`config.mk`:
```
export PLATFORM = sky130hd
export DESIGN_NAME = transaction_record_parser_unit
export DESIGN_NICKNAME = d
export VERILOG_FILES = /design/src/rtl/core/trp_pkg.sv /design/src/rtl/core/trp_front.sv /design/src/rtl/core/trp_queue.sv /design/src/rtl/core/trp_back.sv /design/src/rtl/core/transaction_record_parser_unit.sv
export SDC_FILE = /design/constraint.sdc
export NUM_CORES = 1
export LEC_CHECK = 0
export ABC_AREA = 1
export BUFFER_PORTS_ARGS = -buffer_cell sky130_fd_sc_hd__buf_2
export CORE_ASPECT_RATIO = 2
export CORE_MARGIN = 3
export CORE_UTILIZATION = 35
export CTS_CLUSTER_SIZE = 10
export DETAILED_ROUTE_END_ITERATION = 12
export PLACE_DENSITY = 0.58
export SLEW_MARGIN = 5
export SYNTH_ARGS = -nofsm -noshare
export SYNTH_HDL_FRONTEND = slang
export SYNTH_HIERARCHICAL = 1
export SYNTH_SLANG_ARGS = --single-unit
```
`constraint.sdc`:
```
create_clock -name clock -period 10.8 [get_ports clock]
set_input_delay 2.16 -clock clock [delete_from_list [all_inputs] [get_ports clock]]
set_output_delay 2.16 -clock clock [all_outputs]
set_load 0.005 [all_outputs]
```
`src/rtl/core/trp_pkg.sv`:
```
package trp_pkg;

   localparam int ADDR_WIDTH  = 32;
   localparam int INDEX_WIDTH = 16;

   // character classes seen by the parser
   typedef enum logic [2:0] {
      CH_OTHER,
      CH_NUL,
      CH_DIGIT,
      CH_QUOTE,
      CH_COMMA,
      CH_LBRACK,
      CH_RBRACK,
      CH_RBRACE
   } char_class_type;

   typedef struct packed {
      char_class_type cls;
      logic [3:0]     digit;
   } token_type;

   localparam logic [1:0] KIND_BTIME  = 2'd0;
   localparam logic [1:0] KIND_INPUT  = 2'd1;
   localparam logic [1:0] KIND_OUTPUT = 2'd2;

endpackage

```
`src/rtl/core/trp_front.sv`:
```
module trp_front (
   input  logic               clock,
   input  logic               reset,
   input  logic               req_valid,
   output logic               req_ready,
   input  logic [7:0]         req_char_in,
   output logic               tok_valid,
   input  logic               tok_ready,
   output trp_pkg::token_type tok
);

   localparam logic [7:0] CHR_NUL    = 8'h00;
   localparam logic [7:0] CHR_QUOTE  = 8'h22;
   localparam logic [7:0] CHR_COMMA  = 8'h2C;
   localparam logic [7:0] CHR_LBRACK = 8'h5B;
   localparam logic [7:0] CHR_RBRACK = 8'h5D;
   localparam logic [7:0] CHR_RBRACE = 8'h7D;
   localparam logic [7:0] CHR_ZERO   = 8'h30;
   localparam logic [7:0] CHR_NINE   = 8'h39;

   logic               valid_ff;
   logic               valid_in;
   trp_pkg::token_type tok_ff;
   trp_pkg::token_type tok_in;
   logic               take;

   assign req_ready = !valid_ff || tok_ready;
   assign take      = req_valid && req_ready;

   always_comb begin
      tok_in.digit = req_char_in[3:0];
      unique case (req_char_in)
         CHR_NUL:    tok_in.cls = trp_pkg::CH_NUL;
         CHR_QUOTE:  tok_in.cls = trp_pkg::CH_QUOTE;
         CHR_COMMA:  tok_in.cls = trp_pkg::CH_COMMA;
         CHR_LBRACK: tok_in.cls = trp_pkg::CH_LBRACK;
         CHR_RBRACK: tok_in.cls = trp_pkg::CH_RBRACK;
         CHR_RBRACE: tok_in.cls = trp_pkg::CH_RBRACE;
         default: begin
            if (req_char_in >= CHR_ZERO && req_char_in <= CHR_NINE)
               tok_in.cls = trp_pkg::CH_DIGIT;
            else
               tok_in.cls = trp_pkg::CH_OTHER;
         end
      endcase
   end

   assign valid_in = take ? 1'b1 : (valid_ff && !tok_ready);

   always_ff @(posedge clock) begin
      if (reset) begin
         valid_ff <= 1'b0;
      end else begin
         valid_ff <= valid_in;
      end
      if (take)
         tok_ff <= tok_in;
   end

   assign tok_valid = valid_ff;
   assign tok       = tok_ff;

endmodule

```
`src/rtl/core/trp_queue.sv`:
```
module trp_queue (
   input  logic               clock,
   input  logic               reset,
   input  logic               push_valid,
   output logic               push_ready,
   input  trp_pkg::token_type push_tok,
   output logic               pop_valid,
   input  logic               pop_ready,
   output trp_pkg::token_type pop_tok
);

   trp_pkg::token_type slot_ff [2];
   logic               wr_ptr_ff, wr_ptr_in;
   logic               rd_ptr_ff, rd_ptr_in;
   logic [1:0]         count_ff, count_in;
   logic               push, pop;

   assign push_ready = (count_ff != 2'd2);
   assign pop_valid  = (count_ff != 2'd0);
   assign push       = push_valid && push_ready;
   assign pop        = pop_valid && pop_ready;
   assign pop_tok    = slot_ff[rd_ptr_ff];

   always_comb begin
      wr_ptr_in = push ? !wr_ptr_ff : wr_ptr_ff;
      rd_ptr_in = pop ? !rd_ptr_ff : rd_ptr_ff;
      count_in  = count_ff;
      if (push && !pop)
         count_in = count_ff + 2'd1;
      else if (pop && !push)
         count_in = count_ff - 2'd1;
   end

   always_ff @(posedge clock) begin
      if (reset) begin
         wr_ptr_ff <= 1'b0;
         rd_ptr_ff <= 1'b0;
         count_ff  <= 2'd0;
      end else begin
         wr_ptr_ff <= wr_ptr_in;
         rd_ptr_ff <= rd_ptr_in;
         count_ff  <= count_in;
      end
      if (push)
         slot_ff[wr_ptr_ff] <= push_tok;
   end

endmodule

```
`src/rtl/core/trp_back.sv`:
```
module trp_back (
   input  logic               clock,
   input  logic               reset,
   input  logic               tok_valid,
   output logic               tok_ready,
   input  trp_pkg::token_type tok,
   output logic               rsp_valid,
   input  logic               rsp_ready,
   output logic [1:0]         rsp_kind,
   output logic [15:0]        rsp_entry_index,
   output logic [31:0]        rsp_address_id,
   output logic [63:0]        rsp_amount,
   output logic               rsp_last
);

   localparam int AW = trp_pkg::ADDR_WIDTH;
   localparam int IW = trp_pkg::INDEX_WIDTH;

   localparam logic [3:0] SKIP_BTIME  = 4'd11;
   localparam logic [3:0] SKIP_FEE    = 4'd6;
   localparam logic [3:0] SKIP_LIST   = 4'd9;
   localparam logic [3:0] SKIP_INPUTS = 4'd7;
   localparam logic [3:0] SKIP_ENTRY  = 4'd11;
   localparam logic [3:0] SKIP_VALUE  = 4'd9;

   typedef enum logic [2:0] {
      PH_START,
      PH_BTIME,
      PH_FEE,
      PH_LIST,
      PH_ENTRY,
      PH_NUM,
      PH_AFTER,
      PH_DONE
   } phase_type;

   phase_type       phase_ff, phase_in;
   logic [3:0]      skip_ff, skip_in;
   logic            first_ff, first_in;
   logic            in_out_ff, in_out_in;
   logic [63:0]     accum_ff, accum_in;
   logic            addr_done_ff, addr_done_in;
   logic [AW-1:0]   addr_hold_ff, addr_hold_in;
   logic [IW-1:0]   in_cnt_ff, in_cnt_in;
   logic [IW-1:0]   out_cnt_ff, out_cnt_in;

   logic            rsp_valid_ff, rsp_valid_in;
   logic [1:0]      kind_ff, kind_in;
   logic [15:0]     index_ff, index_in;
   logic [31:0]     addr_ff, addr_in;
   logic [63:0]     amount_ff, amount_in;
   logic            last_ff, last_in;

   logic            pop;
   logic            emit;
   logic            is_digit;
   logic [63:0]     accum_step;

   assign tok_ready = !rsp_valid_ff || rsp_ready;
   assign pop       = tok_valid && tok_ready;
   assign is_digit  = (tok.cls == trp_pkg::CH_DIGIT);
   // x*10 + d as two shifted terms
   assign accum_step = {accum_ff[60:0], 3'b000} + {accum_ff[62:0], 1'b0}
                       + 64'(tok.digit);

   always_comb begin
      phase_in     = phase_ff;
      skip_in      = skip_ff;
      first_in     = first_ff;
      in_out_in    = in_out_ff;
      accum_in     = accum_ff;
      addr_done_in = addr_done_ff;
      addr_hold_in = addr_hold_ff;
      in_cnt_in    = in_cnt_ff;
      out_cnt_in   = out_cnt_ff;
      emit         = 1'b0;
      kind_in      = kind_ff;
      index_in     = index_ff;
      addr_in      = addr_ff;
      amount_in    = amount_ff;
      last_in      = last_ff;

      if (pop) begin
         if (tok.cls == trp_pkg::CH_NUL) begin
            phase_in     = PH_START;
            skip_in      = 4'd0;
            first_in     = 1'b0;
            in_out_in    = 1'b0;
            accum_in     = 64'd0;
            addr_done_in = 1'b0;
            addr_hold_in = '0;
            in_cnt_in    = '0;
            out_cnt_in   = '0;
         end else if (skip_ff != 4'd0) begin
            skip_in = skip_ff - 4'd1;
         end else begin
            unique case (phase_ff)
               PH_START: begin
                  if (!first_ff) begin
                     first_in = 1'b1;
                  end else if (tok.cls == trp_pkg::CH_QUOTE) begin
                     phase_in = PH_BTIME;
                     skip_in  = SKIP_BTIME;
                     accum_in = 64'd0;
                  end
               end
               PH_BTIME: begin
                  if (tok.cls == trp_pkg::CH_COMMA) begin
                     emit      = 1'b1;
                     kind_in   = trp_pkg::KIND_BTIME;
                     index_in  = 16'd0;
                     addr_in   = 32'd0;
                     amount_in = accum_ff;
                     last_in   = 1'b0;
                     phase_in  = PH_FEE;
                     skip_in   = SKIP_FEE;
                  end else if (is_digit) begin
                     accum_in = accum_step;
                  end
               end
               PH_FEE: begin
                  if (tok.cls == trp_pkg::CH_COMMA) begin
                     phase_in  = PH_LIST;
                     in_out_in = 1'b0;
                     skip_in   = SKIP_LIST;
                  end
               end
               PH_LIST: begin
                  if (tok.cls == trp_pkg::CH_LBRACK) begin
                     phase_in = PH_ENTRY;
                     skip_in  = SKIP_ENTRY;
                  end else begin
                     skip_in = in_out_ff ? SKIP_ENTRY : SKIP_INPUTS;
                  end
               end
               PH_ENTRY: begin
                  if (tok.cls == trp_pkg::CH_LBRACK) begin
                     phase_in     = PH_NUM;
                     addr_done_in = 1'b0;
                     accum_in     = 64'd0;
                  end else begin
                     skip_in = SKIP_ENTRY;
                  end
               end
               PH_NUM: begin
                  if (!addr_done_ff && tok.cls == trp_pkg::CH_RBRACK) begin
                     addr_hold_in = accum_ff[AW-1:0];
                     addr_done_in = 1'b1;
                     accum_in     = 64'd0;
                     skip_in      = SKIP_VALUE;
                  end else if (addr_done_ff && tok.cls == trp_pkg::CH_RBRACE) begin
                     phase_in = PH_AFTER;
                  end else if (is_digit) begin
                     accum_in = accum_step;
                  end
               end
               PH_AFTER: begin
                  emit      = 1'b1;
                  addr_in   = 32'(addr_hold_ff);
                  amount_in = accum_ff;
                  if (in_out_ff) begin
                     kind_in    = trp_pkg::KIND_OUTPUT;
                     index_in   = 16'(out_cnt_ff);
                     last_in    = (tok.cls == trp_pkg::CH_RBRACK);
                     out_cnt_in = (out_cnt_ff != '1) ? out_cnt_ff + IW'(1) : out_cnt_ff;
                  end else begin
                     kind_in   = trp_pkg::KIND_INPUT;
                     index_in  = 16'(in_cnt_ff);
                     last_in   = 1'b0;
                     in_cnt_in = (in_cnt_ff != '1) ? in_cnt_ff + IW'(1) : in_cnt_ff;
                  end
                  addr_done_in = 1'b0;
                  if (tok.cls == trp_pkg::CH_RBRACK) begin
                     if (in_out_ff) begin
                        phase_in = PH_DONE;
                     end else begin
                        in_out_in = 1'b1;
                        phase_in  = PH_LIST;
                        skip_in   = SKIP_ENTRY;
                     end
                  end else begin
                     phase_in = PH_ENTRY;
                     skip_in  = SKIP_ENTRY;
                  end
               end
               PH_DONE: begin
               end
            endcase
         end
      end

      rsp_valid_in = emit ? 1'b1 : (rsp_valid_ff && !rsp_ready);
   end

   always_ff @(posedge clock) begin
      if (reset) begin
         phase_ff     <= PH_START;
         skip_ff      <= 4'd0;
         first_ff     <= 1'b0;
         in_out_ff    <= 1'b0;
         accum_ff     <= 64'd0;
         addr_done_ff <= 1'b0;
         addr_hold_ff <= '0;
         in_cnt_ff    <= '0;
         out_cnt_ff   <= '0;
         rsp_valid_ff <= 1'b0;
      end else begin
         phase_ff     <= phase_in;
         skip_ff      <= skip_in;
         first_ff     <= first_in;
         in_out_ff    <= in_out_in;
         accum_ff     <= accum_in;
         addr_done_ff <= addr_done_in;
         addr_hold_ff <= addr_hold_in;
         in_cnt_ff    <= in_cnt_in;
         out_cnt_ff   <= out_cnt_in;
         rsp_valid_ff <= rsp_valid_in;
      end
      kind_ff   <= kind_in;
      index_ff  <= index_in;
      addr_ff   <= addr_in;
      amount_ff <= amount_in;
      last_ff   <= last_in;
   end

   assign rsp_valid       = rsp_valid_ff;
   assign rsp_kind        = kind_ff;
   assign rsp_entry_index = index_ff;
   assign rsp_address_id  = addr_ff;
   assign rsp_amount      = amount_ff;
   assign rsp_last        = last_ff;

   a_nul_restarts: assert property (@(posedge clock) disable iff (reset)
      pop && tok.cls == trp_pkg::CH_NUL |=> phase_ff == PH_START && skip_ff == 4'd0
         && !first_ff && in_cnt_ff == '0 && out_cnt_ff == '0)
      else $error("zero byte did not restart the parser");

   a_last_on_output: assert property (@(posedge clock) disable iff (reset)
      rsp_valid_ff && last_ff |-> kind_ff == trp_pkg::KIND_OUTPUT)
      else $error("last flag on a non-output record");

   a_btime_fields: assert property (@(posedge clock) disable iff (reset)
      rsp_valid_ff && kind_ff == trp_pkg::KIND_BTIME |-> addr_ff == 32'd0
         && index_ff == 16'd0 && !last_ff)
      else $error("blocktime record with nonzero entry fields");

   a_skip_silent: assert property (@(posedge clock) disable iff (reset)
      pop && skip_ff != 4'd0 && tok.cls != trp_pkg::CH_NUL
         |=> skip_ff == $past(skip_ff) - 4'd1 && phase_ff == $past(phase_ff))
      else $error("skipped character changed the parse phase");

endmodule

```
`src/rtl/core/transaction_record_parser_unit.sv`:
```
// channel   direction  handshake            payload
// req       in         req_valid/req_ready  req_char_in[7:0]
// rsp       out        rsp_valid/rsp_ready  rsp_kind, rsp_entry_index, rsp_address_id,
//                                           rsp_amount, rsp_last
//
// One character per clock sustained while rsp is accepted; a character reaches the rsp
// register through the classify stage, the 2-entry queue and the parser stage.
// The rate is set by the parser state update, a 64-bit multiply-by-ten accumulate.
// Synchronous active-high reset returns the parser to record start; no clearing pass.
// A stalled rsp holds the parser; the queue and front keep taking characters until full.
module transaction_record_parser_unit (
   input  logic        clock,
   input  logic        reset,
   input  logic        req_valid,
   output logic        req_ready,
   input  logic [7:0]  req_char_in,
   output logic        rsp_valid,
   input  logic        rsp_ready,
   output logic [1:0]  rsp_kind,
   output logic [15:0] rsp_entry_index,
   output logic [31:0] rsp_address_id,
   output logic [63:0] rsp_amount,
   output logic        rsp_last
);

   trp_pkg::token_type front_tok;
   logic               front_valid, front_ready;
   trp_pkg::token_type back_tok;
   logic               back_valid, back_ready;

   trp_front u_front (
      .clock       (clock),
      .reset       (reset),
      .req_valid   (req_valid),
      .req_ready   (req_ready),
      .req_char_in (req_char_in),
      .tok_valid   (front_valid),
      .tok_ready   (front_ready),
      .tok         (front_tok)
   );

   trp_queue u_queue (
      .clock      (clock),
      .reset      (reset),
      .push_valid (front_valid),
      .push_ready (front_ready),
      .push_tok   (front_tok),
      .pop_valid  (back_valid),
      .pop_ready  (back_ready),
      .pop_tok    (back_tok)
   );

   trp_back u_back (
      .clock           (clock),
      .reset           (reset),
      .tok_valid       (back_valid),
      .tok_ready       (back_ready),
      .tok             (back_tok),
      .rsp_valid       (rsp_valid),
      .rsp_ready       (rsp_ready),
      .rsp_kind        (rsp_kind),
      .rsp_entry_index (rsp_entry_index),
      .rsp_address_id  (rsp_address_id),
      .rsp_amount      (rsp_amount),
      .rsp_last        (rsp_last)
   );

endmodule
```
==> impl_metrics.tcl, run 1 <==
set metrics [dict create \
    ioPinCount 129 \
    grt_antenna_before_repair 1 \
    dp_slack_ps 5500 \
    clk_pin_slew_ps 50 \
    tightest_slew_ps 1100 \
    hold_viol_final 0 \
    syn_avg_cell_area_sq_um 7.02 \
    fin_tns_setup_ps 0 \
    rsz0062_at_grt "false" \
    cts_resized 0 \
    cts.sinks 281 \
    cts.htree.levels 2 \
    multi_input_area_sq_um 8860 \
    grt_max_degree 65 \
    grt_pass1_vias 16200 \
    cts_tree "built" \
    seq_area_frac_synth_pct 39.5 \
    timing.fmax_mhz 214 \
    crit_path_start_kind "input pin" \
    stdcell_count 3306 \
    fillers 5289 \
    clk_path_buf_depth 3 \
    register_area_sq_um 6990 \
    drt-total-wl_um 59800 \
    place.gp.congestion 0.964 \
    post_drt_wl_per_cell_um 18.1 \
    cp.required_ps 10960 \
    vias 16300 \
    area_growth_pct 13.1 \
    dp.cells 3244 \
    via_per_inst 4.94 \
    clock_skew_ps 21.0 \
    cts_buffers 34 \
    max-cap-violations 0 \
    fin_crit_ps 4680 \
    dieWidth_um 165 \
    dr.pass1.iters 5 \
    synth_cell_types 46 \
    ir_drop_mv 0.0982 \
    worst_hold_slack_ps 463 \
    yosys_warnings 6 \
    p_total_mw 2.73 \
    p_leak_nw 9.74 \
    grt.total_usage_pct 22.2 \
    layout_setup_ws_ps 6120 \
    status "completed" \
    place_area_sq_um 19000 \
    slew_headroom_pct 26.7 \
    final_cell_area_sq_um 20000 \
    p_per_area_nw_per_um2 137 \
    clk_latency_ps 540 \
    synth_area_sq_um 17700 \
    dp_hpwl_um 48200 \
    fin_crit_sh_pct 43.3 \
    synth_cells 2520 \
    crit_arrival_ps 4840 \
    setup_viol 0 \
    core_sq_um 49500 \
    fin_nets 2778 \
    clock_tree.root_cell "clkbuf_16" \
    synth_seq_cells 281 \
    fin_util_pct 40.4 \
    row_count 115 \
    synthesis.nets 2661 \
    hold_class "reg2reg" \
    die-area_sq_um 53400 \
    layout-drive-gt1-share_pct 7.78 \
    cts_hold_buf 0 \
    drt_iter0_drc 928 \
    place.port_buffers 128 \
    critPathKind "in2reg" \
    cp_max_fo 54 \
    drc 0 \
    die_y_um 324 \
    floorplan.initialDensity_pct 35.7 \
    grt_overflow_total 0 \
    post-cts-setup-buffers 0 \
    grt_pass1_wl_um 90000 \
    drtAntennaViolNets 0 \
    cp-end-kind "flop" \
    final_max_slew_viol_count 0 \
]
-- cell usage after synthesis, drive strengths merged --
library cell	n	area, sq um
o31ai	1	7.51
nor3	43	215
xor2	25	219
o211ai	7	52.6
a22o	2	17.5
a21oi	185	926
nand2	754	2850
o22ai	9	56.3
nor3b	1	7.51
ha	127	1590
nand4	19	125
mux2	7	78.8
edfxtp	136	4080
a22oi	1	7.51
o21ai	80	400
xnor2	9	78.8
o21a	1	7.51
fa	2	40.0
nor2	319	1220
o21bai	4	30.0
dfxtp	145	2900
nand3	108	551
nand3b	1	7.51
o2111ai	1	8.76
buf	19	95.1
a41oi	1	8.76
inv	427	1600
clkbuf	38	143
a211oi	36	270
or2	1	6.26
nor4	8	56.3
clkinv	2	8.75
o211a	1	10.0
-- power by group --
part	switching, mW	total [mW]	internal (mW)
Clock	0.440	1.05	0.613
Combinational	0.337	0.475	0.138
Sequential	0.0389	1.20	1.16
-- worst max-delay path, stage by stage --
cell	delay [ps]
buf_2	80
inv_1	30
nand2_1	130
nand2_1	230
nor3_4	740
buf_4	690
buf_4	670
-- worst paths after layout --
check	start	endpoint	slack [ps]	cells after the start
worst max-delay path	rsp_ready	u_back/rsp_amount[10]	6120	7
worst min-delay path	u_back/addr_hold_ff[29]	u_back/addr_hold_ff[29]	460	2
worst max register to register	flop	u_back/rsp_amount[10]	6610	9
worst min register to register	u_back/addr_hold_ff[29]	u_back/addr_hold_ff[29]	460	2
-- layout by cell type (no fill, tap or decap), drive strengths merged --
cell type	instances
diode	1
ha	127
xnor2	9
clkbuf	58
edfxtp	136
a41oi	1
o21ai	80
dfxtp	145
clkinv	5
a22oi	1
mux2	7
a22o	2
o211ai	7
nor3b	1
nor2	319
buf	138
o21a	1
o22ai	9
o21bai	4
nor3	43
nand4	19
nand3	108
fa	2
o211a	1
o2111ai	1
nand2	754
a21oi	185
a211oi	36
nor4	8
xor2	25
inv	427
nand3b	1
or2	1
o31ai	1
-- per-layer routing --
layer	vias up	GRT usage, %	share of wire, %
li1	8264	-	-
met1	7459	19.2	32
met2	427	44.2	55
met3	187	2.19	3.3
met4	0	18.3	9.7
met5	-	0	0
-- cells by family after synthesis --
logic type,share of synthesized area [%]
compound gates,10.2
xor+xnor,1.68
fa+ha+maj,9.22
buf+inv,10.5
flops,39.5
mux,0.446
simple gates,28.5
-- area by class of cell --
cell class,instances,share of cell area [%]
sequential,281,34.9
tap,643,4.02
clock inverter,3,0.188
clock buffer,58,4.86
timing repair buffer,138,3.59
multi-input combinational,1753,44.3
inverter,429,8.06
antenna,1,0.0125
-- registers in the layout, summed over array words and instances, names as in the netlist, named ones only --
name / flops
u_back/rsp_valid: 1
u_back/rsp_amount: 64
u_back/out_cnt_ff: 16
u_back/first_ff: 1
u_back/rsp_address_id: 32
u_back/rsp_kind: 2
u_back/addr_done_ff: 1
u_back/in_cnt_ff: 16
u_back/rsp_last: 1
u_front/tok_valid: 1
u_queue/count_ff: 2
u_front/tok: 7
u_back/in_out_ff: 1
u_back/phase_ff: 3
u_queue/rd_ptr_ff: 1
u_back/rsp_entry_index: 16
u_back/accum_ff: 64
u_queue/wr_ptr_ff: 1
u_back/skip_ff: 4
u_queue/slot_ff: 14
u_back/addr_hold_ff: 32
Power figures use the tool's default switching activity.
==> run 2, diff against run 1 <==
Clock period 10.8 ns to 4.06 ns, I/O delays scaled along.
==> impl_metrics.tcl, run 2 (synthesized netlist as in run 1, its figures left out) <==
set metrics [dict create \
    place.port_buffers 128 \
    status "completed" \
    p_leak_nw 9.82 \
    drc 0 \
    place.gp.congestion 1.01 \
    power.share.clock_pct 39.7 \
    cts.sinks 281 \
    p_sw_mw 2.26 \
    cts.htree.levels 2 \
    cts_resized 0 \
    crit_arrival_ps 3830 \
    stdcell_count 3313 \
    cp-end-kind "flop" \
    min_to "u_queue/slot_ff[1][1]" \
    layout-drive-gt1-share_pct 8.39 \
    seq_power_share_pct 42.7 \
    drt_iter0_drc 870 \
    hold_depth 0 \
    r2r_setup_slack_ps 640 \
    power_frac_comb_pct 17.6 \
    fillers 5203 \
    min-delay-start "u_front/tok[1]" \
    grt_max_degree 54 \
    row_count 115 \
    clock_skew_ps 17.7 \
    post-cts-setup-buffers 0 \
    hold_viol_final 0 \
    ioPinCount 129 \
    drt-total-wl_um 62900 \
    crit_path_start_kind "flop" \
    r2r_end "u_back/accum_ff[32]" \
    clk_pin_slew_ps 60 \
    grt_pass1_wl_um 94400 \
    cp.required_ps 4470 \
    dieWidth_um 165 \
    ir_drop_mv 0.316 \
    final_cell_mix "nand2_1 (748), inv_1 (419), nor2_1 (312)" \
    p_total_mw 7.50 \
    cts_hold_buf 0 \
    fin_crit_ps 3420 \
    rsz0062_at_grt "false" \
    dp_hpwl_um 50400 \
    clock_tree.root_cell "clkbuf_16" \
    p_int_mw 5.24 \
    dr.pass1.iters 5 \
    dp.cells 3251 \
    die-area_sq_um 53400 \
    fin_nets 2786 \
    clk_path_buf_depth 3 \
    grt.total_usage_pct 23.5 \
    fin_crit_sh_pct 84.2 \
    clk_latency_ps 540 \
    slew_headroom_pct 31.6 \
    hold_class "reg2reg" \
    die_y_um 324 \
    multi_input_area_sq_um 8880 \
    grt_overflow_total 0 \
    grt_antenna_before_repair 0 \
    vias 16600 \
    fin_tns_setup_ps 0 \
    worst-r2r-cell-count 16 \
    timing.fmax_mhz 292 \
    tightest_slew_ps 1020 \
    drtAntennaViolNets 0 \
    cts_buffers 35 \
    num_antenna_cells 0 \
    register_area_sq_um 6990 \
    max-cap-violations 0 \
    core_sq_um 49500 \
    floorplan.initialDensity_pct 35.7 \
    via_per_inst 5.02 \
    layout_commonest_cell "nand2_1" \
    grt_pass1_vias 16700 \
    p_per_area_nw_per_um2 372 \
    post_drt_wl_per_cell_um 19.0 \
    setup_viol 0 \
    cp_max_fo 7 \
    switching_share_pct 30.2 \
    cts_tree "built" \
    critPathKind "reg2reg" \
    area_growth_pct 14.1 \
    final_max_slew_viol_count 0 \
]
run 2: changes by cell type in the layout (fill, tap and decap cells not counted), sizes merged:
cell	previous run	this run
diode	1	0
clkinvlp	0	1
clkinv	5	4
buf	138	145
bufinv	0	1
run 2: power by group through the flow:
stage	registers (mW)	clock network (mW)	logic, mW
after detailed placement	3.27	0	1.31
after CTS	3.21	3.07	1.32
after global placement	3.26	0	1.30
after floorplan	3.21	0	0.976
after global routing	3.22	3.19	1.48
final	3.21	2.98	1.32
run 2: worst max path at each step:
stage	end	slack (ps)	depth (start not counted)
floorplan	u_back/rsp_address_id[0]	-290	8
global placement	u_back/accum_ff[32]	710	16
detailed placement	u_back/accum_ff[32]	700	16
finish	u_back/accum_ff[32]	640	16
CTS	u_back/accum_ff[32]	690	16
global route	u_back/accum_ff[62]	460	18
run 2: worst max-delay path, stage by stage (launching register included):
cell     delay, ps
dfxtp_2        430
mux2_2         360
ha_1           290
ha_1           270
fa_1           450
nand3_1        110
nand3_1        160
nand2_1        120
nand2_1        100
nand2_1         70
nand2_1        160
nand2_1        100
nand2_1        230
nand2_1        120
nand2_1         60
o21ai_0        170
a21oi_1         80
run 2: final cells by class:
cell class | count | share of cell area [%]
clock buffers | 58 | 4.98
clock inverters | 4 | 0.347
inverters | 429 | 8.00
multi-input cells | 1753 | 44.0
flip-flops and latches | 281 | 34.6
well taps | 643 | 3.99
repair buffers | 145 | 4.01
run 2: metrics by stage:
step | util [%] | cell area (sq um) | worst slack, ps | hold WS [ps]
2_1_floorplan | - | 17700 | -288 | 421
3_3_place_gp | 38.6 | 19100 | 709 | 447
3_5_place_dp | 38.6 | 19100 | 696 | 433
4_1_cts | 40.7 | 20200 | 691 | 461
5_1_grt | 40.7 | 20200 | 460 | 477
6_report | 40.7 | 20200 | 641 | 457
run 2: routing by layer:
metal | track usage [%] | part of all wire [%] | vias up
li1 | - | - | 8280
met1 | 20.0 | 31 | 7630
met2 | 46.0 | 54 | 500
met3 | 2.45 | 3.5 | 233
met4 | 21.3 | 11 | 0
met5 | 0 | 0 | -
==> run 3, diff against run 2 <==
Clock period 4.06 ns to 2.9 ns, I/O delays scaled along.
==> impl_metrics.tcl, run 3 (synthesized netlist as in run 1, its figures left out) <==
set metrics [dict create \
    vias 17300 \
    die_y_um 324 \
    p_per_area_nw_per_um2 481 \
    clk_latency_ps 550 \
    critical_path.slowest_cell "ha_1" \
    startpoint "u_back/accum_ff[42]" \
    cts.sinks 281 \
    place.gp.congestion 1.07 \
    fin_crit_ps 2810 \
    fillers 5084 \
    via_per_inst 4.93 \
    layout-drive-gt1-share_pct 17.8 \
    layout_commonest_cell "nand2_1" \
    rr_startpoint "u_back/accum_ff[42]" \
    die-area_sq_um 53400 \
    cts_tree "built" \
    tightest_slew_ps 683 \
    hold_viol_final 0 \
    cts.htree.levels 2 \
    row_count 115 \
    slowest_delay_ps 390 \
    crit_chain "buf_4, ha_1, ha_1, nand2_1, nor2_2, nand2_1, nor2_1, buf_4, nand3_1, nand4_1, nand3_1, nand2_1, a21oi_1" \
    rsz0062_at_grt "true" \
    grt_antenna_before_repair 1 \
    ir_drop_mv 0.418 \
    crit_path_frequent_cell "nand2_1" \
    slew_headroom_pct 54.3 \
    hold_depth 1 \
    layout_setup_ws_ps 86.1 \
    clk_path_buf_depth 3 \
    fin_crit_sh_pct 97.0 \
    hold_class "in2reg" \
    place_area_sq_um 20600 \
    cp_num_buf_inv 2 \
    p_sw_mw 3.21 \
    p_int_mw 7.42 \
    drt_iter0_drc 1003 \
    p_leak_nw 10.9 \
    dieWidth_um 165 \
    grt.total_usage_pct 23.9 \
    final_cell_mix "nand2_1 (713), inv_1 (417), nor2_1 (295)" \
    timing.fmax_mhz 355 \
    floorplan.initialDensity_pct 35.7 \
    crit_path_start_kind "flop" \
    final_max_slew_viol_count 0 \
    cp-end-kind "flop" \
    status "completed" \
    drt-total-wl_um 64400 \
    critPathKind "reg2reg" \
    cp.required_ps 3300 \
    power_frac_comb_pct 19.5 \
    min_to "u_front/tok[0]" \
    r2r_end "u_back/accum_ff[49]" \
    worst-r2r-cell-count 13 \
    cp_max_fo 4 \
    post_drt_wl_per_cell_um 18.4 \
    grt_pass1_wl_um 95900 \
    drc 0 \
    min-delay-start "req_char_in[0]" \
    area_growth_pct 25.0 \
    cp_top_family "simple AND/OR/NAND/NOR gates" \
    clk_pin_slew_ps 60 \
    cts_buffers 35 \
    clock_skew_ps 24.5 \
    final_cell_area_sq_um 22100 \
    grt_max_degree 65 \
    drtAntennaViolNets 0 \
    switching_share_pct 30.2 \
    clock_tree.root_cell "clkbuf_16" \
    grt_pass1_vias 17500 \
    fin_util_pct 44.6 \
    dp_hpwl_um 51900 \
    ioPinCount 129 \
    dp_slack_ps -251 \
    grt_overflow_total 0 \
    place.port_buffers 128 \
    fin_nets 2978 \
    power.share.clock_pct 38.5 \
    setup_viol 0 \
    core_sq_um 49500 \
    dr.pass1.iters 7 \
    max-cap-violations 0 \
    seq_power_share_pct 42.0 \
    crit_arrival_ps 3220 \
    r2r_setup_slack_ps 90 \
]
## run 3: timing repair
action	in CTS	in global routing
buffers inserted	2	6
pin swaps	1	14
setup endpoints to repair	45	58
resized for setup	38	84
hold buffers	0	0
## run 3: worst register-to-register path: stages (launching register included)
cell and delay (ps):
dfxtp_1 320, buf_4 190, ha_1 320, ha_1 390
nand2_1 250, nor2_2 240, nand2_1 130, nor2_1 200
buf_4 150, nand3_1 90, nand4_1 100, nand3_1 150
nand2_1 110, a21oi_1 60
## run 3: cell type report
type	instances	area, sq um	share of cell area (%)
diodes	1	2.50	0.0113
clock buffers	56	965	4.37
clock inverters	7	81.3	0.368
inverters	429	1610	7.30
multi-input cells	1753	9270	41.9
flip-flops and latches	281	7000	31.7
well taps	643	805	3.64
repair buffers	337	2360	10.7
## run 3: how the worst max path moves through the flow
stage                                     endpoint  slack [ps]  cells past startpoint
after floorplan           u_back/rsp_address_id[0]       -1450                      8
after global placement         u_back/accum_ff[60]        -240                     14
after detailed placement       u_back/accum_ff[60]        -250                     14
after CTS                      u_back/accum_ff[60]        -0.9                     17
after global routing           u_back/accum_ff[35]         -20                     19
final                          u_back/accum_ff[49]          90                     13
## run 3: power groups by stage
| stage | Clock [mW] | Sequential [mW] | Combinational [mW] |
|---|---|---|---|
| after floorplan | 0 | 4.50 | 1.36 |
| after global placement | 0 | 4.54 | 1.97 |
| after detailed placement | 0 | 4.54 | 2.00 |
| after CTS | 4.23 | 4.46 | 2.01 |
| after global routing | 4.36 | 4.48 | 2.30 |
| final | 4.09 | 4.47 | 2.07 |
## run 3: routing by layer
metal / wire length (um) / global-route usage, % / part of all wire (%) / vias up
li1: - / - / - / 8675
met1: 20200 / 20.3 / 31 / 7879
met2: 35400 / 47.6 / 55 / 487
met3: 2040 / 2.34 / 3.2 / 250
met4: 6720 / 20.3 / 10 / 0
met5: 0 / 0 / 0 / -
## run 3: stage by stage
step | total power [mW] | cells | hold slack [ps] | setup TNS (ps)
2_1_floorplan | 5.86 | 2520 | 421 | -167860
3_3_place_gp | 6.51 | 3435 | 448 | -2730
3_5_place_dp | 6.54 | 3435 | 445 | -4150
4_1_cts | 10.7 | 3500 | 264 | -0.908
5_1_grt | 11.1 | 3507 | 291 | -25.7
6_report | 10.6 | 3507 | 299 | 0
